### src/design/ansi_sgr_escape_filter_unit_assert.svh
// Assertion macros shared by the escape filter modules.
`ifndef ANSI_SGR_ESCAPE_FILTER_UNIT_ASSERT_SVH
`define ANSI_SGR_ESCAPE_FILTER_UNIT_ASSERT_SVH

// The consequent must hold in the same cycle as the antecedent.
`define ASEF_ASSERT_IMP(label, ante, cons) \
   label: assert property (@(posedge clock) disable iff (reset) (ante) |-> (cons)) \
      else $error("asef assertion failed");

// The consequent must hold in the cycle after the antecedent.
`define ASEF_ASSERT_NXT(label, ante, cons) \
   label: assert property (@(posedge clock) disable iff (reset) (ante) |=> (cons)) \
      else $error("asef assertion failed");

`endif

### src/design/asef_pkg.sv
// Types, constants and the SGR code decoder shared by the escape filter modules.
package asef_pkg;

   localparam int unsigned QUEUE_DEPTH = 4;
   localparam int unsigned CSR_ADDR_WIDTH = 3;
   localparam int unsigned CSR_DATA_WIDTH = 32;
   localparam logic [0:0] REG_PLAIN_ATTRIBUTE = 1'b0;
   localparam logic [15:0] PLAIN_RESET = 16'h0007;

   localparam logic [7:0] CHAR_ESC = 8'h1B;
   localparam logic [7:0] CHAR_LBRACKET = 8'h5B;
   localparam logic [7:0] CHAR_SEMICOLON = 8'h3B;
   localparam logic [7:0] CHAR_FINAL_SGR = 8'h6D;
   localparam logic [7:0] CHAR_FINAL_ERASE = 8'h4B;
   localparam logic [7:0] CHAR_ZERO = 8'h30;
   localparam logic [7:0] CHAR_NINE = 8'h39;

   localparam logic [7:0] SGR_RESET = 8'd0;
   localparam logic [7:0] SGR_BOLD = 8'd1;
   localparam logic [7:0] SGR_FAINT = 8'd2;
   localparam logic [7:0] SGR_BLINK_SLOW = 8'd5;
   localparam logic [7:0] SGR_BLINK_FAST = 8'd6;
   localparam logic [7:0] SGR_REVERSE = 8'd7;
   localparam logic [7:0] SGR_NORMAL = 8'd22;
   localparam logic [7:0] SGR_BLINK_OFF = 8'd25;
   localparam logic [7:0] SGR_REVERSE_OFF = 8'd27;
   localparam logic [7:0] SGR_FG_FIRST = 8'd30;
   localparam logic [7:0] SGR_FG_WHITE = 8'd37;
   localparam logic [7:0] SGR_FG_DEFAULT = 8'd39;
   localparam logic [7:0] SGR_BG_FIRST = 8'd40;
   localparam logic [7:0] SGR_BG_WHITE = 8'd47;
   localparam logic [7:0] SGR_BG_DEFAULT = 8'd49;

   localparam logic [7:0] PARAM_MAX = 8'd255;

   typedef enum logic [1:0] {
      PHASE_IDLE = 2'd0,
      PHASE_ESC  = 2'd1,
      PHASE_CSI  = 2'd2
   } phase_type;

   typedef enum logic [1:0] {
      KIND_TEXT  = 2'd0,
      KIND_ATTR  = 2'd1,
      KIND_ERASE = 2'd2
   } kind_type;

   typedef struct packed {
      logic [15:0] attribute;
      logic        reverse;
   } sgr_work_type;

   typedef struct packed {
      kind_type    kind;
      logic [7:0]  text_byte;
      logic [15:0] attribute;
      logic        reverse;
      logic        second;
      logic [7:0]  second_byte;
   } entry_type;

   function automatic sgr_work_type apply_code(input logic [7:0] code,
                                               input sgr_work_type work,
                                               input logic [15:0] plain);
      sgr_work_type res;
      logic [2:0]   c;
      res = work;
      c = 3'b000;
      if (code inside {[SGR_FG_FIRST:SGR_FG_WHITE]}) begin
         c = 3'(code - SGR_FG_FIRST);
         if (code != SGR_FG_WHITE) begin
            res.attribute[2:0] = 3'b000;
         end
         res.attribute[2:0] = res.attribute[2:0] | {c[0], c[1], c[2]};
      end else if (code inside {[SGR_BG_FIRST:SGR_BG_WHITE]}) begin
         c = 3'(code - SGR_BG_FIRST);
         if (code != SGR_BG_WHITE) begin
            res.attribute[6:4] = 3'b000;
         end
         res.attribute[6:4] = res.attribute[6:4] | {c[0], c[1], c[2]};
      end else begin
         case (code)
            SGR_RESET: begin
               res.attribute = plain;
               res.reverse = 1'b0;
            end
            SGR_BOLD: res.attribute[3] = 1'b1;
            SGR_FAINT, SGR_NORMAL: res.attribute[3] = 1'b0;
            SGR_BLINK_SLOW, SGR_BLINK_FAST: res.attribute[7] = 1'b1;
            SGR_BLINK_OFF: res.attribute[7] = 1'b0;
            SGR_REVERSE: res.reverse = 1'b1;
            SGR_REVERSE_OFF: res.reverse = 1'b0;
            SGR_FG_DEFAULT: res.attribute[2:0] = plain[2:0];
            SGR_BG_DEFAULT: res.attribute[6:4] = plain[6:4];
            default: res = work;
         endcase
      end
      return res;
   endfunction

endpackage

### src/design/asef_front.sv
// Parser front end: accepts stream bytes, tracks the escape state and queues commands.
module asef_front (
   input  logic                clock,
   input  logic                reset,
   input  logic                req_valid,
   output logic                req_stall,
   input  logic [7:0]          req_in_byte,
   input  logic                req_end_of_string,
   input  logic [15:0]         plain_attribute,
   input  logic                queue_full,
   output logic                push,
   output asef_pkg::entry_type push_entry
);

   asef_pkg::phase_type    phase_ff, phase_in;
   logic [7:0]             acc_ff, acc_in;
   asef_pkg::sgr_work_type work_ff, work_in;
   asef_pkg::sgr_work_type cur_ff, cur_in;
   asef_pkg::sgr_work_type applied;
   logic                   accept;
   logic                   is_digit;
   logic                   esc_held;
   logic [11:0]            acc_sum;

   assign req_stall = queue_full;
   assign accept = req_valid & ~queue_full;
   assign is_digit = req_in_byte inside {[asef_pkg::CHAR_ZERO:asef_pkg::CHAR_NINE]};
   assign esc_held = (req_in_byte == asef_pkg::CHAR_ESC) & ~req_end_of_string;
   assign acc_sum = 12'(acc_ff) * 12'd10 + 12'(req_in_byte - asef_pkg::CHAR_ZERO);
   assign applied = asef_pkg::apply_code(acc_ff, work_ff, plain_attribute);

   always_comb begin
      phase_in = phase_ff;
      if (accept) begin
         case (phase_ff)
            asef_pkg::PHASE_CSI: begin
               if ((is_digit || req_in_byte == asef_pkg::CHAR_SEMICOLON) &&
                   !req_end_of_string) begin
                  phase_in = asef_pkg::PHASE_CSI;
               end else begin
                  phase_in = asef_pkg::PHASE_IDLE;
               end
            end
            asef_pkg::PHASE_ESC: begin
               if (req_in_byte == asef_pkg::CHAR_LBRACKET) begin
                  phase_in = req_end_of_string ? asef_pkg::PHASE_IDLE : asef_pkg::PHASE_CSI;
               end else if (esc_held) begin
                  phase_in = asef_pkg::PHASE_ESC;
               end else begin
                  phase_in = asef_pkg::PHASE_IDLE;
               end
            end
            default: begin
               phase_in = esc_held ? asef_pkg::PHASE_ESC : asef_pkg::PHASE_IDLE;
            end
         endcase
      end
   end

   always_comb begin
      acc_in = acc_ff;
      work_in = work_ff;
      cur_in = cur_ff;
      push = 1'b0;
      push_entry = '0;
      push_entry.kind = asef_pkg::KIND_TEXT;
      if (accept) begin
         case (phase_ff)
            asef_pkg::PHASE_CSI: begin
               if (is_digit) begin
                  acc_in = (acc_sum > 12'(asef_pkg::PARAM_MAX)) ? asef_pkg::PARAM_MAX
                                                                 : acc_sum[7:0];
               end else if (req_in_byte == asef_pkg::CHAR_SEMICOLON) begin
                  work_in = applied;
                  acc_in = '0;
               end else if (req_in_byte == asef_pkg::CHAR_FINAL_SGR) begin
                  work_in = applied;
                  cur_in = applied;
                  acc_in = '0;
                  push = 1'b1;
                  push_entry.kind = asef_pkg::KIND_ATTR;
                  push_entry.attribute = applied.attribute;
                  push_entry.reverse = applied.reverse;
               end else if (req_in_byte == asef_pkg::CHAR_FINAL_ERASE) begin
                  acc_in = '0;
                  push = 1'b1;
                  push_entry.kind = asef_pkg::KIND_ERASE;
               end else begin
                  acc_in = '0;
               end
            end
            asef_pkg::PHASE_ESC: begin
               if (req_in_byte == asef_pkg::CHAR_LBRACKET) begin
                  if (!req_end_of_string) begin
                     acc_in = '0;
                     work_in = cur_ff;
                  end
               end else begin
                  push = 1'b1;
                  push_entry.text_byte = asef_pkg::CHAR_ESC;
                  if (!esc_held) begin
                     push_entry.second = 1'b1;
                     push_entry.second_byte = req_in_byte;
                  end
               end
            end
            default: begin
               if (!esc_held) begin
                  push = 1'b1;
                  push_entry.text_byte = req_in_byte;
               end
            end
         endcase
      end
   end

   always_ff @(posedge clock) begin
      if (reset) begin
         phase_ff <= asef_pkg::PHASE_IDLE;
         acc_ff <= '0;
         work_ff <= '{attribute: asef_pkg::PLAIN_RESET, reverse: 1'b0};
         cur_ff <= '{attribute: asef_pkg::PLAIN_RESET, reverse: 1'b0};
      end else begin
         phase_ff <= phase_in;
         acc_ff <= acc_in;
         work_ff <= work_in;
         cur_ff <= cur_in;
      end
   end

endmodule

### src/design/asef_queue.sv
// Small command queue between the parser and the output stage.
`include "ansi_sgr_escape_filter_unit_assert.svh"

module asef_queue #(
   parameter int unsigned Depth = asef_pkg::QUEUE_DEPTH
) (
   input  logic                clock,
   input  logic                reset,
   input  logic                push,
   input  asef_pkg::entry_type push_entry,
   input  logic                pop,
   output logic                full,
   output logic                not_empty,
   output asef_pkg::entry_type head_entry
);

   localparam int unsigned AddrWidth = (Depth > 1) ? $clog2(Depth) : 1;
   localparam int unsigned CountWidth = $clog2(Depth + 1);

   asef_pkg::entry_type   store_ff [Depth];
   logic [AddrWidth-1:0]  wr_ptr_ff, wr_ptr_in;
   logic [AddrWidth-1:0]  rd_ptr_ff, rd_ptr_in;
   logic [CountWidth-1:0] count_ff, count_in;

   assign full = (count_ff == CountWidth'(Depth));
   assign not_empty = (count_ff != '0);
   assign head_entry = store_ff[rd_ptr_ff];

   always_comb begin
      wr_ptr_in = wr_ptr_ff;
      rd_ptr_in = rd_ptr_ff;
      count_in = count_ff;
      if (push) begin
         wr_ptr_in = (wr_ptr_ff == AddrWidth'(Depth - 1)) ? '0 : wr_ptr_ff + 1'b1;
      end
      if (pop) begin
         rd_ptr_in = (rd_ptr_ff == AddrWidth'(Depth - 1)) ? '0 : rd_ptr_ff + 1'b1;
      end
      case ({push, pop})
         2'b10: count_in = count_ff + 1'b1;
         2'b01: count_in = count_ff - 1'b1;
         default: count_in = count_ff;
      endcase
   end

   always_ff @(posedge clock) begin
      if (reset) begin
         wr_ptr_ff <= '0;
         rd_ptr_ff <= '0;
         count_ff <= '0;
      end else begin
         wr_ptr_ff <= wr_ptr_in;
         rd_ptr_ff <= rd_ptr_in;
         count_ff <= count_in;
      end
   end

   always_ff @(posedge clock) begin
      if (push) begin
         store_ff[wr_ptr_ff] <= push_entry;
      end
   end

   `ASEF_ASSERT_IMP(a_count_bounded, 1'b1, count_ff <= CountWidth'(Depth))
   `ASEF_ASSERT_NXT(a_count_grows, push && !pop, count_ff == $past(count_ff) + 1'b1)
   `ASEF_ASSERT_NXT(a_count_shrinks, pop && !push, count_ff == $past(count_ff) - 1'b1)

endmodule

### src/design/asef_back.sv
// Output stage: drains queued commands and presents one result per transfer.
`include "ansi_sgr_escape_filter_unit_assert.svh"

module asef_back (
   input  logic                clock,
   input  logic                reset,
   input  logic                not_empty,
   input  asef_pkg::entry_type head_entry,
   output logic                pop,
   output logic                rsp_valid,
   input  logic                rsp_stall,
   output logic [1:0]          rsp_kind,
   output logic [7:0]          rsp_out_byte,
   output logic [15:0]         rsp_out_attribute,
   output logic                rsp_last_result
);

   logic               rsp_valid_ff, rsp_valid_in;
   asef_pkg::kind_type rsp_kind_ff, rsp_kind_in;
   logic [7:0]         rsp_byte_ff, rsp_byte_in;
   logic [15:0]        rsp_attr_ff, rsp_attr_in;
   logic               rsp_last_ff, rsp_last_in;
   logic               pend_ff, pend_in;
   logic [7:0]         pend_byte_ff, pend_byte_in;
   logic               out_free;
   logic [15:0]        shown;
   logic [15:0]        head_attr;

   assign out_free = ~rsp_valid_ff | ~rsp_stall;
   assign pop = out_free & ~pend_ff & not_empty;
   assign head_attr = head_entry.attribute;
   assign shown = head_entry.reverse
                  ? {head_attr[15:8], head_attr[7], head_attr[2:0], head_attr[3], head_attr[6:4]}
                  : head_attr;

   always_comb begin
      rsp_valid_in = rsp_valid_ff;
      rsp_kind_in = rsp_kind_ff;
      rsp_byte_in = rsp_byte_ff;
      rsp_attr_in = rsp_attr_ff;
      rsp_last_in = rsp_last_ff;
      pend_in = pend_ff;
      pend_byte_in = pend_byte_ff;
      if (out_free) begin
         if (pend_ff) begin
            rsp_valid_in = 1'b1;
            rsp_kind_in = asef_pkg::KIND_TEXT;
            rsp_byte_in = pend_byte_ff;
            rsp_attr_in = '0;
            rsp_last_in = 1'b1;
            pend_in = 1'b0;
         end else if (not_empty) begin
            rsp_valid_in = 1'b1;
            rsp_kind_in = head_entry.kind;
            rsp_byte_in = head_entry.text_byte;
            rsp_attr_in = shown;
            rsp_last_in = ~head_entry.second;
            pend_in = head_entry.second;
            pend_byte_in = head_entry.second_byte;
         end else begin
            rsp_valid_in = 1'b0;
         end
      end
   end

   always_ff @(posedge clock) begin
      if (reset) begin
         rsp_valid_ff <= 1'b0;
         pend_ff <= 1'b0;
      end else begin
         rsp_valid_ff <= rsp_valid_in;
         pend_ff <= pend_in;
      end
   end

   always_ff @(posedge clock) begin
      rsp_kind_ff <= rsp_kind_in;
      rsp_byte_ff <= rsp_byte_in;
      rsp_attr_ff <= rsp_attr_in;
      rsp_last_ff <= rsp_last_in;
      pend_byte_ff <= pend_byte_in;
   end

   assign rsp_valid = rsp_valid_ff;
   assign rsp_kind = rsp_kind_ff;
   assign rsp_out_byte = rsp_byte_ff;
   assign rsp_out_attribute = rsp_attr_ff;
   assign rsp_last_result = rsp_last_ff;

   `ASEF_ASSERT_IMP(a_pend_matches_first, 1'b1, pend_ff == (rsp_valid_ff && !rsp_last_ff))
   `ASEF_ASSERT_IMP(a_pop_needs_entry, pop, not_empty)
   `ASEF_ASSERT_IMP(a_command_is_last, rsp_valid_ff && rsp_kind_ff != asef_pkg::KIND_TEXT,
                    rsp_last_ff)

endmodule

### src/design/ansi_sgr_escape_filter_unit.sv
// Top level of the ANSI SGR escape filter: register port, parser, queue and output stage.
//
// Input channel (req_): one stream byte per transfer, with an end-of-string mark.
// Text bytes pass through; ESC '[' sequences are parsed and become set-attribute
// or erase-line commands on the result channel (rsp_), or are dropped.
// Each input byte yields zero, one or two results; rsp_last_result marks the last.
// A byte is accepted in any cycle in which the command queue has room, so the
// sustained rate is one byte per cycle. A lone ESC released by a byte other than
// '[' that is not a further ESC without end-of-string gives two results and
// occupies the output register for two transfers. Each result is written into
// the command queue and then into the output register before it is presented.
// The parser step (a small decode and a multiply-by-ten) is combinational; the
// queue of QueueDepth entries lets the parser run on while the receiver stalls.
// When rsp_stall is high while rsp_valid is set, the output register holds; once
// the queue is full, req_stall rises until an entry drains.
// Reset empties the queue and output, returns the parser to idle and sets the
// plain attribute, working and committed attributes to 7 with reverse off.
// The plain attribute register lies at byte address 0 of the APB-style port.
module ansi_sgr_escape_filter_unit #(
   parameter int unsigned QueueDepth = asef_pkg::QUEUE_DEPTH
) (
   input  logic                                clock,
   input  logic                                reset,
   input  logic                                req_valid,
   output logic                                req_stall,
   input  logic [7:0]                          req_in_byte,
   input  logic                                req_end_of_string,
   output logic                                rsp_valid,
   input  logic                                rsp_stall,
   output logic [1:0]                          rsp_kind,
   output logic [7:0]                          rsp_out_byte,
   output logic [15:0]                         rsp_out_attribute,
   output logic                                rsp_last_result,
   input  logic                                psel,
   input  logic                                penable,
   input  logic                                pwrite,
   input  logic [asef_pkg::CSR_ADDR_WIDTH-1:0] paddr,
   input  logic [asef_pkg::CSR_DATA_WIDTH-1:0] pwdata,
   output logic [asef_pkg::CSR_DATA_WIDTH-1:0] prdata,
   output logic                                pready
);

   logic [15:0]         plain_ff, plain_in;
   logic                reg_hit;
   logic                csr_write;
   logic                push;
   logic                pop;
   logic                queue_full;
   logic                not_empty;
   asef_pkg::entry_type push_entry;
   asef_pkg::entry_type head_entry;

   assign pready = 1'b1;
   assign reg_hit = (paddr[2] == asef_pkg::REG_PLAIN_ATTRIBUTE);
   assign csr_write = psel & penable & pwrite & pready;
   assign plain_in = (csr_write && reg_hit) ? pwdata[15:0] : plain_ff;
   assign prdata = reg_hit ? {(asef_pkg::CSR_DATA_WIDTH - 16)'(0), plain_ff} : '0;

   always_ff @(posedge clock) begin
      if (reset) begin
         plain_ff <= asef_pkg::PLAIN_RESET;
      end else begin
         plain_ff <= plain_in;
      end
   end

   asef_front u_front (
      .clock             (clock),
      .reset             (reset),
      .req_valid         (req_valid),
      .req_stall         (req_stall),
      .req_in_byte       (req_in_byte),
      .req_end_of_string (req_end_of_string),
      .plain_attribute   (plain_ff),
      .queue_full        (queue_full),
      .push              (push),
      .push_entry        (push_entry)
   );

   asef_queue #(
      .Depth (QueueDepth)
   ) u_queue (
      .clock      (clock),
      .reset      (reset),
      .push       (push),
      .push_entry (push_entry),
      .pop        (pop),
      .full       (queue_full),
      .not_empty  (not_empty),
      .head_entry (head_entry)
   );

   asef_back u_back (
      .clock             (clock),
      .reset             (reset),
      .not_empty         (not_empty),
      .head_entry        (head_entry),
      .pop               (pop),
      .rsp_valid         (rsp_valid),
      .rsp_stall         (rsp_stall),
      .rsp_kind          (rsp_kind),
      .rsp_out_byte      (rsp_out_byte),
      .rsp_out_attribute (rsp_out_attribute),
      .rsp_last_result   (rsp_last_result)
   );

endmodule

### config.mk
export PLATFORM = sky130hd
export DESIGN_NAME = ansi_sgr_escape_filter_unit
export DESIGN_NICKNAME = d
export VERILOG_FILES = /design/src/design/asef_pkg.sv /design/src/design/asef_front.sv /design/src/design/asef_queue.sv /design/src/design/asef_back.sv /design/src/design/ansi_sgr_escape_filter_unit.sv
export VERILOG_INCLUDE_DIRS = /design/src /design/src/design
export SDC_FILE = /design/constraint.sdc
export NUM_CORES = 1
export LEC_CHECK = 0
export ABC_AREA = 1
export ABC_CLOCK_PERIOD_IN_PS = 4500
export BUFFER_PORTS_ARGS = -buffer_cell sky130_fd_sc_hd__buf_2
export CORE_ASPECT_RATIO = 1.2
export CORE_MARGIN = 4
export CORE_UTILIZATION = 60
export DETAILED_ROUTE_END_ITERATION = 12
export GPL_TIMING_DRIVEN = 0
export PLACE_DENSITY = 0.81
export SLEW_MARGIN = 20
export SYNTH_ARGS = -nofsm -noshare
export SYNTH_HDL_FRONTEND = slang
export SYNTH_SLANG_ARGS = --single-unit
### constraint.sdc
create_clock -name clock -period 4.5 [get_ports clock]
set_input_delay 0.9 -clock clock [delete_from_list [all_inputs] [get_ports clock]]
set_output_delay 0.9 -clock clock [all_outputs]
set_load 0.03 [all_outputs]
### Yosys cells after proc, flatten, opt, wreduce, memory -nomap -nowiden

Memory sizes are Yosys's and may differ from the RTL's. A register that Yosys moved wholly into a read port is not among the register bits.
Cells that the tools add are included.

* bits in registers: 104
* RAM bits: 144
* output and inout bits: 62
* logic and storage cells: 177
* memories: 1

Memory list
* u_queue.store_ff: depth 4, bits a word 36, read ports 1, clocked after Yosys merged registers in 1, write ports 1, RTL line asef_queue.sv:20 `asef_pkg::entry_type store_ff [Depth];`

* $add $sub $neg: 8
* multiply operators: 1
* order comparisons: 7
* eq/ne operators: 28
* mux-type cells: 75
* bitwise gates (word level): 18
* reductions and logical operators: 22

Operators with widths (count)
* $mux W17: 9
* $mux W8: 8
* $mux W36: 1
* $mux W9: 4
* $pmux W17 S2: 1
* $eq A8 B5 Y1 const B: 4
* $mux W16: 2
* $pmux W8 S2: 2
* $mux W3: 9
* $mux W2: 13
* $eq A8 B3 Y1 const B: 3
* $eq A8 B6 Y1 const B: 3
* $eq A8 B7 Y1 const B: 3
* $le A8 B6 Y1 const B: 3
* $ge A8 B6 Y1 const B: 2
* $mux W1: 16
* $ne A8 B6 Y1 const B: 2
* $mux W13: 1
* $add A12 B12 Y12: 1
* $gt A12 B8 Y1 const B: 1
* $mul A8 B3 Y11 const B: 1
* $mux W5: 2
* $reduce_or A2 Y1: 5
* $not A1 Y1: 9
* 33 further kinds: 54

### Depth between registers and ports, before layout

Gate-level depths: netlist of the first run.

* word-level depth: 12
* mapped depth: 20

### Cells and area by module

From an unflattened synthesis of the first run, not the netlist that was laid out.

* cells, all modules: 1276
* area, all modules: 12280.5 um^2

Modules (own cells, without submodules)
* asef_queue: times used 1, cells an instance 409, area an instance 6108.4 um^2, sequential area each 4504.3 um^2
* asef_front: times used 1, cells an instance 587, area an instance 3711.1 um^2, sequential area each 880.8 um^2
* asef_back: times used 1, cells an instance 124, area an instance 1437.6 um^2, sequential area each 1091.0 um^2
* ansi_sgr_escape_filter_unit: times used 1, cells an instance 156, area an instance 1023.5 um^2, sequential area each 320.3 um^2

### Worst setup path after synthesis of the first run

Ideal clock, no wire load.

* path kind: input to register
* from: input req_in_byte[5]
* to: memory u_queue.store_ff[3][0] in the netlist's numbering (enable)
* arrival: 3.292 ns
* required time: 4.071 ns
* setup slack: 0.779 ns
* cell stages on the path: 9
* path through: inv_1 > ha_1 > inv_1 > nor3_2 > a21oi_4 > clkinv_4 > nand3_1 > nand2_4 > nor2_1

* word-level cells in the longest chain between the ends: 9
* elaborated cells on any way between the ends: 19
* those cells by class: 2 x order compare; 5 x eq/ne; 10 x mux; 1 x bitwise; 1 x reduce/logical

RTL lines
* start, declared: RTL line ansi_sgr_escape_filter_unit.sv:26 `input logic [7:0] req_in_byte,`
* $eq A8 B7 Y1: RTL line asef_front.sv:84 `end else if (req_in_byte == asef_pkg::CHAR_FINAL_ERASE) begin`
* $mux W1: RTL line asef_front.sv:84
* $mux W1: RTL line asef_front.sv:76 `end else if (req_in_byte == asef_pkg::CHAR_FINAL_SGR) begin`
* $mux W1: RTL line asef_front.sv:73 `end else if (req_in_byte == asef_pkg::CHAR_SEMICOLON) begin`
* $mux W1: RTL line asef_front.sv:70 `if (is_digit) begin`
* $pmux W1 S2 *: RTL line asef_front.sv:68 `case (phase_ff)`
* $mux W1 *: RTL line asef_front.sv:67 `if (accept) begin`
* $mux W1 *: RTL line asef_queue.sv:59 `if (push) begin`
* $mux W1 (not written as such) *: RTL line asef_queue.sv:60 `store_ff[wr_ptr_ff] <= push_entry;`
* end, declared: RTL line asef_queue.sv:20

Every way passes the cells marked *; elsewhere a longest branch is shown, timed or not.

### Final worst setup path of the first run

* from: register u_front.acc_ff[1]
* to: register u_front.acc_ff[6]

* word-level cells in the longest chain between the ends: 6

RTL lines
* start, declared: RTL line asef_front.sv:16 `logic [7:0] acc_ff, acc_in;`
* start signal, assigned: RTL line asef_front.sv:125 `acc_ff <= acc_in;`
* $mul A8 B3 Y11 *: RTL line asef_front.sv:29 `assign acc_sum = 12'(acc_ff) * 12'd10 + 12'(req_in_byte - asef_pkg::CHAR_ZERO);`
* $add A12 B12 Y12 *: RTL line asef_front.sv:29
* $gt A12 B8 Y1: RTL line asef_front.sv:71 `acc_in = (acc_sum > 12'(asef_pkg::PARAM_MAX)) ? asef_pkg::PARAM_MAX`
* $mux W8 *: RTL line asef_front.sv:71
* $mux W8 *: RTL line asef_front.sv:70
* $pmux W8 S2 *: RTL line asef_front.sv:68

Marked as above.
A chain may end at the register's enable or synchronous reset.

==> flow_metrics.tcl, run 1 <==
set metrics [dict create \
    ys_ff_latch 250 \
    cts_hold_buffers 0 \
    ant_nets 0 \
    die_area_sq_um 22070 \
    cts_max_path_buffers 3 \
    synth_enable_flop_cells 179 \
    reg2reg_depth 20 \
    fin_crit_sh 0.8162 \
    routed_wl_microns 26740 \
    post_drt_via_cell_ratio 5.478 \
    num-nets-final 1445 \
    vdd_ir_max_uv 428.5 \
    cts.repair.resized 0 \
    clk_latency_ps 520 \
    maxSlewHeadroom 0.4758 \
    hold-path-cell-count 2 \
    cts.sinks 250 \
    final.hold.worst_slack_ps 470.1 \
    worst_hold_path.endpoint "u_front.cur_ff[5]" \
    detail_routed_net_length_per_standard_cell_microns 16.36 \
    antenna_found_initial 0 \
    timing.max_cap.violations 0 \
    grt_use_total 0.2437 \
    number_of_antenna_repair_diodes 0 \
    dieHeight_microns 162.0 \
    synth_cells 1235 \
    fp-row-count 56 \
    drt_iter0_markers 804 \
    coreArea_sq_um 19480 \
    p_leak_nw 5.511 \
    r2r-end "u_front.acc_ff[6]" \
    arrival_ps 4030 \
    pwr_density_cell_nw_per_um2 551.3 \
    tns_ps 0 \
    worst_hold_startpoint "u_front.cur_ff[5]" \
    place_congestion 0.9341 \
    finalClockSkew_ps 24.48 \
    reg2reg_from "u_front.acc_ff[1]" \
    maxClockFrequency_ghz 0.2723 \
    cts.clk_slew.worst_paths_ps 60 \
    remaining_drc_errors 0 \
    cts_max_level 1 \
    timing.setup.critical_path_class "flip-flop to flip-flop" \
    cts_buffers 24 \
    data_required_time_of_the_worst_path_ps 4860 \
    cp-start-kind "flip-flop" \
    grt_max_degree 28 \
    fill_cells 1415 \
    finalCriticalPeriod_ps 3673 \
    avgSynthCellArea_sq_um 9.596 \
    layout_cell_share_with_drive_strength_beyond_1 0.1528 \
    num_vias 8956 \
    reg2reg_setup_slack_ps 830 \
    first_pass_grt_wire_length_microns 42720 \
    unrepaired_setup_endpoints_after_global_routing "false" \
    dp_hpwl_microns 18730 \
    path_max_fanout 10 \
    layout.core_utilization 0.6941 \
    setup_viol 0 \
    grt_overflow_total 0 \
    synth-seq-area-share 0.5735 \
    cts_tree "yes" \
    die_x_microns 136.3 \
    synth-async-reset-ratio 0 \
    worst-slew-pin-transition_ps 784.5 \
    place_worst_setup_slack_ps 799.9 \
    syn-cell-area_sq_um 11850 \
    ys_warn_count 0 \
    total_area_of_multi_input_combinational_cells_sq_um 4342 \
    ctsRootBufferMaster "sky130_fd_sc_hd__clkbuf_16" \
    worstHoldPathType "flip-flop to flip-flop" \
    via_count_of_the_first_global_routing_pass 8646 \
    drv_slew 0 \
    layout-area-overhead-vs-synth_pct 14.08 \
    final_count_of_hold_timing_violations 0 \
    io_buffer_count 75 \
    finalWorstSetupSlack_ps 827.1 \
    yosys_most_used_dff "sky130_fd_sc_hd__edfxtp_1" \
    report.power.total_w 0.007454 \
    timing.critical_path.to_type "flip-flop" \
    floorplan.initialDensity 0.6084 \
    final-seq-area_sq_um 6797 \
    synth.distinct_cells 54 \
    cts_post_setup_buffers_inserted 0 \
    status "complete, no violations" \
    design.portCount 113 \
    first_pass_iters 5 \
]
[flip-flops by register name, summed over array words and instances, names as in the netlist, 2 cells and up, named ones only]
register                  flops
u_queue.rd_ptr_ff             2
u_back.rsp_out_attribute     16
u_back.pend_byte_ff           8
u_back.rsp_kind               2
u_front.acc_ff                8
u_back.rsp_out_byte           8
u_front.phase_ff              2
u_queue.count_ff              3
u_front.work_ff              17
u_queue.wr_ptr_ff             2
u_queue.store_ff            144
plain_ff                     16
u_front.cur_ff               17
[layout make-up]
cell class	count	share of cell area
sequential	250	0.5027
clock inverter	9	0.004349
inverter	113	0.03230
timing repair buffer	80	0.03646
tap	261	0.02415
clock buffer	35	0.05210
multi-input combinational	820	0.3211
buffer	67	0.02684
[report_power, final]
| part | leakage [nW] | switching (W) | internal [W] |
|---|---|---|---|
| Combinational | 2.85 | 0.00175 | 0.000652 |
| Sequential | 2.29 | 0.000103 | 0.00302 |
| Clock | 0.370 | 0.000832 | 0.00110 |
[critical path: stages, from the launching register on]
cell and delay (ps):
sky130_fd_sc_hd__dfxtp_1 580, sky130_fd_sc_hd__ha_1 320, sky130_fd_sc_hd__ha_1 240, sky130_fd_sc_hd__fa_1 410, sky130_fd_sc_hd__nand3_1 90, sky130_fd_sc_hd__nand2_1 90
sky130_fd_sc_hd__nand2_1 70, sky130_fd_sc_hd__nand2_1 40, sky130_fd_sc_hd__a21oi_1 140, sky130_fd_sc_hd__xor2_1 250, sky130_fd_sc_hd__ha_1 330, sky130_fd_sc_hd__nand2_1 110
sky130_fd_sc_hd__inv_1 40, sky130_fd_sc_hd__a21oi_1 130, sky130_fd_sc_hd__nand3_1 110, sky130_fd_sc_hd__inv_1 60, sky130_fd_sc_hd__nand2_1 50, sky130_fd_sc_hd__nand2_1 180
sky130_fd_sc_hd__nand4_1 130, sky130_fd_sc_hd__nand2_1 100, sky130_fd_sc_hd__a21oi_1 70
[synth_stat cells, types with 4 or more instances]
master                     instances  area [sq um]
sky130_fd_sc_hd__nand3_1          40         200.2
sky130_fd_sc_hd__nand2_1         176         660.6
sky130_fd_sc_hd__edfxtp_1        179          5375
sky130_fd_sc_hd__nand2_2           4         25.02
sky130_fd_sc_hd__xnor2_1           7         61.31
sky130_fd_sc_hd__o211ai_2          8         100.1
sky130_fd_sc_hd__clkbuf_1         34         127.6
sky130_fd_sc_hd__buf_4            17         127.6
sky130_fd_sc_hd__dfxtp_1          71          1421
sky130_fd_sc_hd__a21oi_2           9         78.83
sky130_fd_sc_hd__nor2_1          216         810.8
sky130_fd_sc_hd__a31oi_1           9         56.30
sky130_fd_sc_hd__a21oi_1          96         480.5
sky130_fd_sc_hd__nor3_1            8         40.04
sky130_fd_sc_hd__o22ai_1          16         100.1
sky130_fd_sc_hd__buf_2             8         40.04
sky130_fd_sc_hd__o21ai_0         107         535.5
sky130_fd_sc_hd__nor2_2            5         31.28
sky130_fd_sc_hd__o21ai_1          11         55.05
sky130_fd_sc_hd__inv_1            98         367.9
sky130_fd_sc_hd__xor2_1            5         43.79
sky130_fd_sc_hd__inv_2            11         41.29
sky130_fd_sc_hd__o211ai_1          5         37.54
sky130_fd_sc_hd__ha_1             35         437.9
sky130_fd_sc_hd__nand4_1          12         75.07
[metal layers]
| layer | global-route usage | share of wire |
|---|---|---|
| met3 | 0.03408 | 0.071 |
| met2 | 0.4301 | 0.51 |
| met5 | 0 | 0 |
| met1 | 0.3038 | 0.39 |
| met4 | 0.09120 | 0.029 |
[cell families after synthesis]
logic type,synth area share
flip-flops,0.5735
adder cells (fa/ha/maj),0.04202
other,0.0006337
XOR/XNOR,0.008868
buffers and inverters,0.06746
AND/OR/NAND/NOR,0.1764
AO/OA/AOI/OAI,0.1311
[layout by cell type, fill, tap and decap left out, types with 3 or more instances in the layout]
| cell | instances |
|---|---|
| sky130_fd_sc_hd__nor2_4 | 7 |
| sky130_fd_sc_hd__o21ai_1 | 11 |
| sky130_fd_sc_hd__buf_1 | 3 |
| sky130_fd_sc_hd__nand2_2 | 4 |
| sky130_fd_sc_hd__clkbuf_16 | 26 |
| sky130_fd_sc_hd__buf_16 | 3 |
| sky130_fd_sc_hd__nor2_2 | 5 |
| sky130_fd_sc_hd__o22ai_1 | 16 |
| sky130_fd_sc_hd__ha_1 | 35 |
| sky130_fd_sc_hd__fa_1 | 3 |
| sky130_fd_sc_hd__nor3_2 | 3 |
| sky130_fd_sc_hd__inv_2 | 12 |
| sky130_fd_sc_hd__dfxtp_1 | 71 |
| sky130_fd_sc_hd__nand3_1 | 40 |
| sky130_fd_sc_hd__nand2_1 | 176 |
| sky130_fd_sc_hd__edfxtp_1 | 179 |
| sky130_fd_sc_hd__conb_1 | 17 |
| sky130_fd_sc_hd__a31oi_1 | 9 |
| sky130_fd_sc_hd__inv_1 | 97 |
| sky130_fd_sc_hd__o211ai_1 | 5 |
| sky130_fd_sc_hd__nand4_1 | 12 |
| sky130_fd_sc_hd__clkbuf_1 | 41 |
| sky130_fd_sc_hd__o211ai_2 | 8 |
| sky130_fd_sc_hd__buf_6 | 3 |
| sky130_fd_sc_hd__a21oi_2 | 9 |
| sky130_fd_sc_hd__buf_4 | 17 |
| sky130_fd_sc_hd__o21ai_0 | 107 |
| sky130_fd_sc_hd__a21oi_1 | 96 |
| sky130_fd_sc_hd__buf_2 | 83 |
| sky130_fd_sc_hd__xor2_1 | 5 |
| sky130_fd_sc_hd__nand3_2 | 3 |
| sky130_fd_sc_hd__nor2_1 | 212 |
| sky130_fd_sc_hd__clkinv_1 | 5 |
| sky130_fd_sc_hd__xnor2_1 | 7 |
| sky130_fd_sc_hd__nor3_1 | 8 |
[how the worst max path moves through the flow]
stage	cells after the start	startpoint	end	slack (ps)
after floorplan	9	req_in_byte[5]	u_queue.store_ff[3][0]	780
after global placement	10	req_in_byte[5]	u_queue.store_ff[0][2]	-580
after detailed placement	20	u_front.acc_ff[1]	u_front.acc_ff[6]	800
after CTS	20	u_front.acc_ff[1]	u_front.acc_ff[6]	790
after global routing	20	u_front.acc_ff[1]	u_front.acc_ff[1]	500
final	20	u_front.acc_ff[1]	u_front.acc_ff[6]	830
[through the flow]
stage / std cells / instance area, sq um
after floorplan: 1250 / 11910
after global placement: 1586 / 12610
final: 1635 / 13520
after CTS: 1635 / 13520
after detailed placement: 1591 / 12760
after global routing: 1635 / 13520
Power figures use the tool's default switching activity.
==> inputs of run 2 (changes only) <==
Settings changed: ABC_AREA 1 to 0, ABC_CLOCK_PERIOD_IN_PS 4500 to 3850, CORE_UTILIZATION 60 to 59, PLACE_DENSITY 0.81 to 0.8.
Clock period 4.5 ns to 3.85 ns, I/O delays scaled along.
==> flow_metrics.tcl, run 2 <==
set metrics [dict create \
    finalCriticalPeriod_ps 3690 \
    first_pass_grt_wire_length_microns 38670 \
    synth_cells 896 \
    remaining_drc_errors 0 \
    avgSynthCellArea_sq_um 12.83 \
    place_congestion 0.8586 \
    report.power.total_w 0.007797 \
    top_signal_layer_used "met4" \
    dp_hpwl_microns 16740 \
    ctsRootBufferMaster "sky130_fd_sc_hd__clkbuf_16" \
    hold-path-cell-count 2 \
    synthTopCellsByCount "sky130_fd_sc_hd__edfxtp_1, sky130_fd_sc_hd__nand2_1, sky130_fd_sc_hd__a21oi_1, sky130_fd_sc_hd__dfxtp_1, sky130_fd_sc_hd__nor2_1" \
    cts.clk_slew.worst_paths_ps 60 \
    arrival_ps 4090 \
    portion_of_total_power_attributed_to_sequential_cells 0.453 \
    cts_tree "yes" \
    ant_nets 0 \
    fp-row-count 55 \
    reg2reg_from "u_front.acc_ff[1]" \
    detail_routed_net_length_per_standard_cell_microns 18.79 \
    largest_register_ff_count 144 \
    io_buffer_count 75 \
    p_leak_nw 5.096 \
    layout_commonest_cell "sky130_fd_sc_hd__edfxtp_1" \
    fin_crit_sh 0.9585 \
    worstHoldPathType "flip-flop to flip-flop" \
    vdd_ir_max_uv 422.3 \
    yosys_most_used_dff "sky130_fd_sc_hd__edfxtp_1" \
    switching_share 0.2911 \
    final_design_area_no_fill_sq_um 13260 \
    timing.setup.critical_path_class "flip-flop to flip-flop" \
    floorplan.initialDensity 0.6051 \
    cts_max_level 1 \
    cts_buffers 24 \
    cts.sinks 250 \
    cts_hold_buffers 0 \
    switching_power_w 0.002270 \
    cts_max_path_buffers 3 \
    final.hold.worst_slack_ps 460.9 \
    grt_max_degree 20 \
    routed_wl_microns 24260 \
    coreArea_sq_um 18990 \
    drv_slew 0 \
    post-synth-top-count-cell "sky130_fd_sc_hd__edfxtp_1" \
    maxSlewHeadroom 0.4623 \
    worst_hold_path.endpoint "u_front.cur_ff[4]" \
    worst_hold_startpoint "u_front.cur_ff[4]" \
    layout-area-overhead-vs-synth_pct 15.42 \
    via_count_of_the_first_global_routing_pass 7330 \
    status "complete, no violations" \
    grt_use_total 0.2229 \
    synth-seq-area-share 0.5914 \
    synth-async-reset-ratio 0 \
    yosys.area.top_type "sky130_fd_sc_hd__edfxtp_1" \
    wl_met3_microns 1334 \
    die_x_microns 135.4 \
    number_of_antenna_repair_diodes 0 \
    grt_overflow_total 0 \
    part_of_the_power_in_combinational_logic 0.241 \
    placed_area_sq_um 12400 \
    r2r-end "u_front.acc_ff[1]" \
    dieHeight_microns 160.9 \
    data_required_time_of_the_worst_path_ps 4250 \
    first_pass_iters 5 \
    most-common-layout-cells "sky130_fd_sc_hd__edfxtp_1, sky130_fd_sc_hd__buf_2, sky130_fd_sc_hd__nand2_1" \
    layout_cell_share_with_drive_strength_beyond_1 0.2280 \
    pwr_density_cell_nw_per_um2 587.9 \
    drt_iter0_markers 652 \
    reg2reg_depth 14 \
    path_max_fanout 8 \
    final_count_of_hold_timing_violations 0 \
    cp-start-kind "flip-flop" \
    top_regs "u_queue.store_ff x144, u_front.cur_ff x17, u_front.work_ff x17" \
    finalWorstSetupSlack_ps 159.8 \
    max_flop_register "u_queue.store_ff" \
    post_route_m1_wl_microns 10060 \
    num-nets-final 1106 \
    timing.max_cap.violations 0 \
    synth_enable_flop_cells 179 \
    tns_ps 0 \
    clk_latency_ps 510 \
    syn-cell-area_sq_um 11490 \
    met2RoutedLength_microns 12380 \
    design.portCount 113 \
    synth_top_area_share 0.4677 \
    ys_warn_count 0 \
    synth_area_leaders "sky130_fd_sc_hd__edfxtp_1, sky130_fd_sc_hd__dfxtp_1, sky130_fd_sc_hd__mux4_2" \
    cts_post_setup_buffers_inserted 0 \
    reg2reg_setup_slack_ps 160 \
    clockPowerShare 0.307 \
    timing.critical_path.to_type "flip-flop" \
    die_area_sq_um 21780 \
    post_drt_via_cell_ratio 5.732 \
    worst-slew-pin-transition_ps 800.6 \
    setup_viol 0 \
    synth.distinct_cells 76 \
    antenna_found_initial 0 \
    maxClockFrequency_ghz 0.2710 \
    ys_ff_latch 250 \
    num_vias 7400 \
    finalClockSkew_ps 8.378 \
    place_worst_setup_slack_ps -147.1 \
    internal-power_w 0.005527 \
]
-- run 2: cell types whose count changed after synthesis, sizes merged, moves of 33 or more --
| cell | previous run | this run |
|---|---|---|
| nand3 | 44 | 10 |
| nand2 | 181 | 81 |
| inv | 110 | 24 |
| o21ai | 121 | 17 |
| nor2b | 0 | 33 |
| a21oi | 107 | 71 |
| nor2 | 225 | 66 |
| mux4 | 0 | 36 |
-- run 2: cells by family after synthesis --
logic type,Yosys count,share of synthesized area
compound gates,162,0.09418
other cells,2,0.0006535
mux,68,0.09951
simple gates,273,0.1219
flops,250,0.5914
fa+ha+maj,38,0.04333
buf+inv,87,0.03680
xor+xnor,16,0.01219
-- run 2: worst max path at each step --
stage | from | to | cells past startpoint
2_1_floorplan | u_front.acc_ff[3] | u_front.acc_ff[3] | 14
3_3_place_gp | req_in_byte[4] | u_queue.store_ff[0][6] | 8
3_5_place_dp | u_front.acc_ff[3] | u_front.acc_ff[5] | 14
4_1_cts | u_front.acc_ff[1] | u_front.acc_ff[3] | 14
5_1_grt | u_front.acc_ff[1] | u_front.acc_ff[2] | 14
6_report | u_front.acc_ff[1] | u_front.acc_ff[1] | 14
-- run 2: repair_timing --
action / 4_1_cts / 5_1_grt
gates resized for setup: 4 / 8
setup endpoints to repair: 8 / 8
pin swaps: 0 / 2
-- run 2: per-stage QoR --
stage          utilization  instances
3_5_place_dp        0.6528       1247
2_1_floorplan            -        911
5_1_grt             0.6984       1291
4_1_cts             0.6967       1291
6_report            0.6984       1291
3_3_place_gp        0.6447       1242
-- run 2: layer usage --
layer	vias to the layer above	track usage
met5	-	0
met4	0	0.06187
met3	40	0.02569
met2	262	0.3852
met1	3559	0.3002
li1	3539	-
-- run 2: worst max-delay path, cell delays in order (launching register included) --
cell and delay [ps]:
sky130_fd_sc_hd__dfxtp_2 360, sky130_fd_sc_hd__ha_1 310, sky130_fd_sc_hd__ha_1 240, sky130_fd_sc_hd__fa_1 430, sky130_fd_sc_hd__a21o_1 190, sky130_fd_sc_hd__a21oi_2 170, sky130_fd_sc_hd__xnor2_1 150, sky130_fd_sc_hd__ha_1 250
sky130_fd_sc_hd__buf_2 160, sky130_fd_sc_hd__o21ai_0 160, sky130_fd_sc_hd__o21bai_1 100, sky130_fd_sc_hd__or2_2 310, sky130_fd_sc_hd__o221ai_4 200, sky130_fd_sc_hd__o2111ai_4 220, sky130_fd_sc_hd__o31a_1 330
-- run 2: power groups by stage --
stage	clock network, W	registers, W	logic, W
finish	0.00239	0.00353	0.00188
global route	0.00253	0.00356	0.00204
detailed placement	0	0.00358	0.00188
global placement	0	0.00358	0.00175
floorplan	0	0.00390	0.000998
CTS	0.00242	0.00353	0.00190
-- run 2: final cells by class --
| type | count | area, sq um |
|---|---|---|
| fillers | 1343 | 5729 |
| plain buffers | 62 | 329.1 |
| inverters | 25 | 93.84 |
| well taps | 256 | 320.3 |
| clock inverters | 10 | 108.9 |
| flip-flops and latches | 250 | 6802 |
| multi-input cells | 574 | 4410 |
| clock buffers | 34 | 699.4 |
| repair buffers | 80 | 500.5 |
==> inputs of run 3 (changes only) <==
Settings changed: GPL_TIMING_DRIVEN 0 to unset.
==> flow_metrics.tcl, run 3 (synthesis results as in run 2) <==
set metrics [dict create \
    hold-path-cell-count 2 \
    post_drt_via_cell_ratio 5.777 \
    reg2reg_setup_slack_ps 250 \
    drt_iter0_markers 610 \
    layout_commonest_cell "sky130_fd_sc_hd__edfxtp_1" \
    grt_use_total 0.2116 \
    switching_power_w 0.002163 \
    io_buffer_count 77 \
    floorplan.initialDensity 0.6051 \
    timing.max_cap.violations 0 \
    num-nets-final 1070 \
    die_x_microns 135.4 \
    part_of_the_power_in_combinational_logic 0.235 \
    final_count_of_hold_timing_violations 0 \
    fin_crit_sh 0.9350 \
    r2r-end "u_front.acc_ff[6]" \
    number_of_antenna_repair_diodes 0 \
    cts_tree "yes" \
    cts.sinks 250 \
    die_area_sq_um 21780 \
    layout-area-overhead-vs-synth_pct 12.39 \
    cts.clk_slew.worst_paths_ps 60 \
    switching_share 0.2871 \
    data_required_time_of_the_worst_path_ps 4240 \
    reg2reg_depth 14 \
    status "complete, no violations" \
    first_pass_iters 6 \
    place_worst_setup_slack_ps 180.7 \
    clockPowerShare 0.293 \
    cts_max_level 1 \
    via_count_of_the_first_global_routing_pass 7026 \
    arrival_ps 3990 \
    worst_hold_path.endpoint "u_front.cur_ff[4]" \
    pwr_density_cell_nw_per_um2 583.2 \
    path_max_fanout 8 \
    cts_hold_buffers 0 \
    maxClockFrequency_ghz 0.2778 \
    portion_of_total_power_attributed_to_sequential_cells 0.473 \
    ant_nets 0 \
    design.portCount 113 \
    most-common-layout-cells "sky130_fd_sc_hd__edfxtp_1, sky130_fd_sc_hd__nand2_1, sky130_fd_sc_hd__buf_2" \
    finalWorstSetupSlack_ps 250.2 \
    setup_viol 0 \
    cts_max_path_buffers 3 \
    dieHeight_microns 160.9 \
    fp-row-count 55 \
    antenna_found_initial 0 \
    grt_max_degree 44 \
    num_vias 7244 \
    unrepaired_setup_endpoints_after_global_routing "false" \
    worst-slew-pin-transition_ps 822.2 \
    timing.critical_path.to_type "flip-flop" \
    place_congestion 0.8432 \
    finalCriticalPeriod_ps 3600 \
    top_regs "u_queue.store_ff x144, u_front.cur_ff x17, u_front.work_ff x17" \
    vdd_ir_max_uv 455.7 \
    timing.setup.critical_path_class "flip-flop to flip-flop" \
    cp-start-kind "flip-flop" \
    reg2reg_from "u_front.acc_ff[1]" \
    remaining_drc_errors 0 \
    layout_cell_share_with_drive_strength_beyond_1 0.2154 \
    internal-power_w 0.005370 \
    clk_latency_ps 500 \
    cts_buffers 23 \
    routed_wl_microns 22640 \
    largest_register_ff_count 144 \
    worst_hold_startpoint "u_front.cur_ff[4]" \
    worstHoldPathType "flip-flop to flip-flop" \
    max_flop_register "u_queue.store_ff" \
    grt_overflow_total 0 \
    drv_slew 0 \
    coreArea_sq_um 18990 \
    ctsRootBufferMaster "sky130_fd_sc_hd__clkbuf_16" \
    maxSlewHeadroom 0.4519 \
    dp_hpwl_microns 15180 \
    detail_routed_net_length_per_standard_cell_microns 18.05 \
    p_leak_nw 4.961 \
    first_pass_grt_wire_length_microns 36890 \
    tns_ps 0 \
    finalClockSkew_ps 9.158 \
]
[run 3: worst max-delay path by stage]
stage / from / end / depth (start not counted)
finish: u_front.acc_ff[1] / u_front.acc_ff[6] / 14
global route: u_front.acc_ff[1] / u_front.acc_ff[0] / 14
CTS: u_front.acc_ff[1] / u_front.acc_ff[6] / 14
detailed placement: u_front.acc_ff[1] / u_front.acc_ff[6] / 14
global placement: u_front.acc_ff[3] / u_front.acc_ff[6] / 15
floorplan: u_front.acc_ff[3] / u_front.acc_ff[3] / 14
[run 3: area by class of cell]
class | instances | area, sq um
Sequential cell | 250 | 6798
Fill cell | 1356 | 6077
Multi-Input combinational cell | 574 | 4345
Clock buffer | 33 | 633.1
Timing Repair Buffer | 107 | 623.1
Tap cell | 256 | 320.3
Clock inverter | 9 | 102.6
Inverter | 25 | 93.84
[run 3: worst max-delay path, stage by stage (launching register included)]
cell                        delay [ps]
sky130_fd_sc_hd__dfxtp_1           310
sky130_fd_sc_hd__ha_1              290
sky130_fd_sc_hd__ha_1              230
sky130_fd_sc_hd__fa_1              410
sky130_fd_sc_hd__a21o_1            180
sky130_fd_sc_hd__a21oi_1           220
sky130_fd_sc_hd__o21bai_1           90
sky130_fd_sc_hd__a21oi_1           180
sky130_fd_sc_hd__xnor2_1           140
sky130_fd_sc_hd__ha_1              290
sky130_fd_sc_hd__or2_2             310
sky130_fd_sc_hd__o221ai_1          180
sky130_fd_sc_hd__o2111ai_1         160
sky130_fd_sc_hd__buf_4             200
sky130_fd_sc_hd__o31a_1            280
[run 3: per-layer routing]
metal | track usage | share of wire | up-vias
met5 | 0 | 0 | -
met4 | 0.05591 | 0.020 | 0
met3 | 0.02099 | 0.051 | 35
met2 | 0.3648 | 0.50 | 218
met1 | 0.2893 | 0.43 | 3530
li1 | - | - | 3461
[run 3: power by group through the flow]
| stage | clock network, W | logic [W] | registers, W |
|---|---|---|---|
| floorplan | 0 | 0.000998 | 0.00390 |
| global placement | 0 | 0.00175 | 0.00360 |
| detailed placement | 0 | 0.00178 | 0.00362 |
| CTS | 0.00224 | 0.00179 | 0.00357 |
| global route | 0.00236 | 0.00192 | 0.00360 |
| finish | 0.00220 | 0.00177 | 0.00356 |
[run 3: stage by stage]
step	cells	hold WS [ps]	utilization	area, sq um	power [W]
final	1254	452.0	0.6800	12920	0.007533
after global routing	1254	469.4	0.6800	12920	0.007881
after CTS	1254	452.8	0.6796	12910	0.007600
after detailed placement	1212	444.5	0.6409	12170	0.005398
after global placement	1212	439.4	0.6409	12170	0.005343
after floorplan	911	431.2	-	11550	0.004896
[run 3: timing repair]
action	4_1_cts	5_1_grt
buffers inserted	0	0
gates resized for setup	0	3
endpoints found under the setup margin	0	8
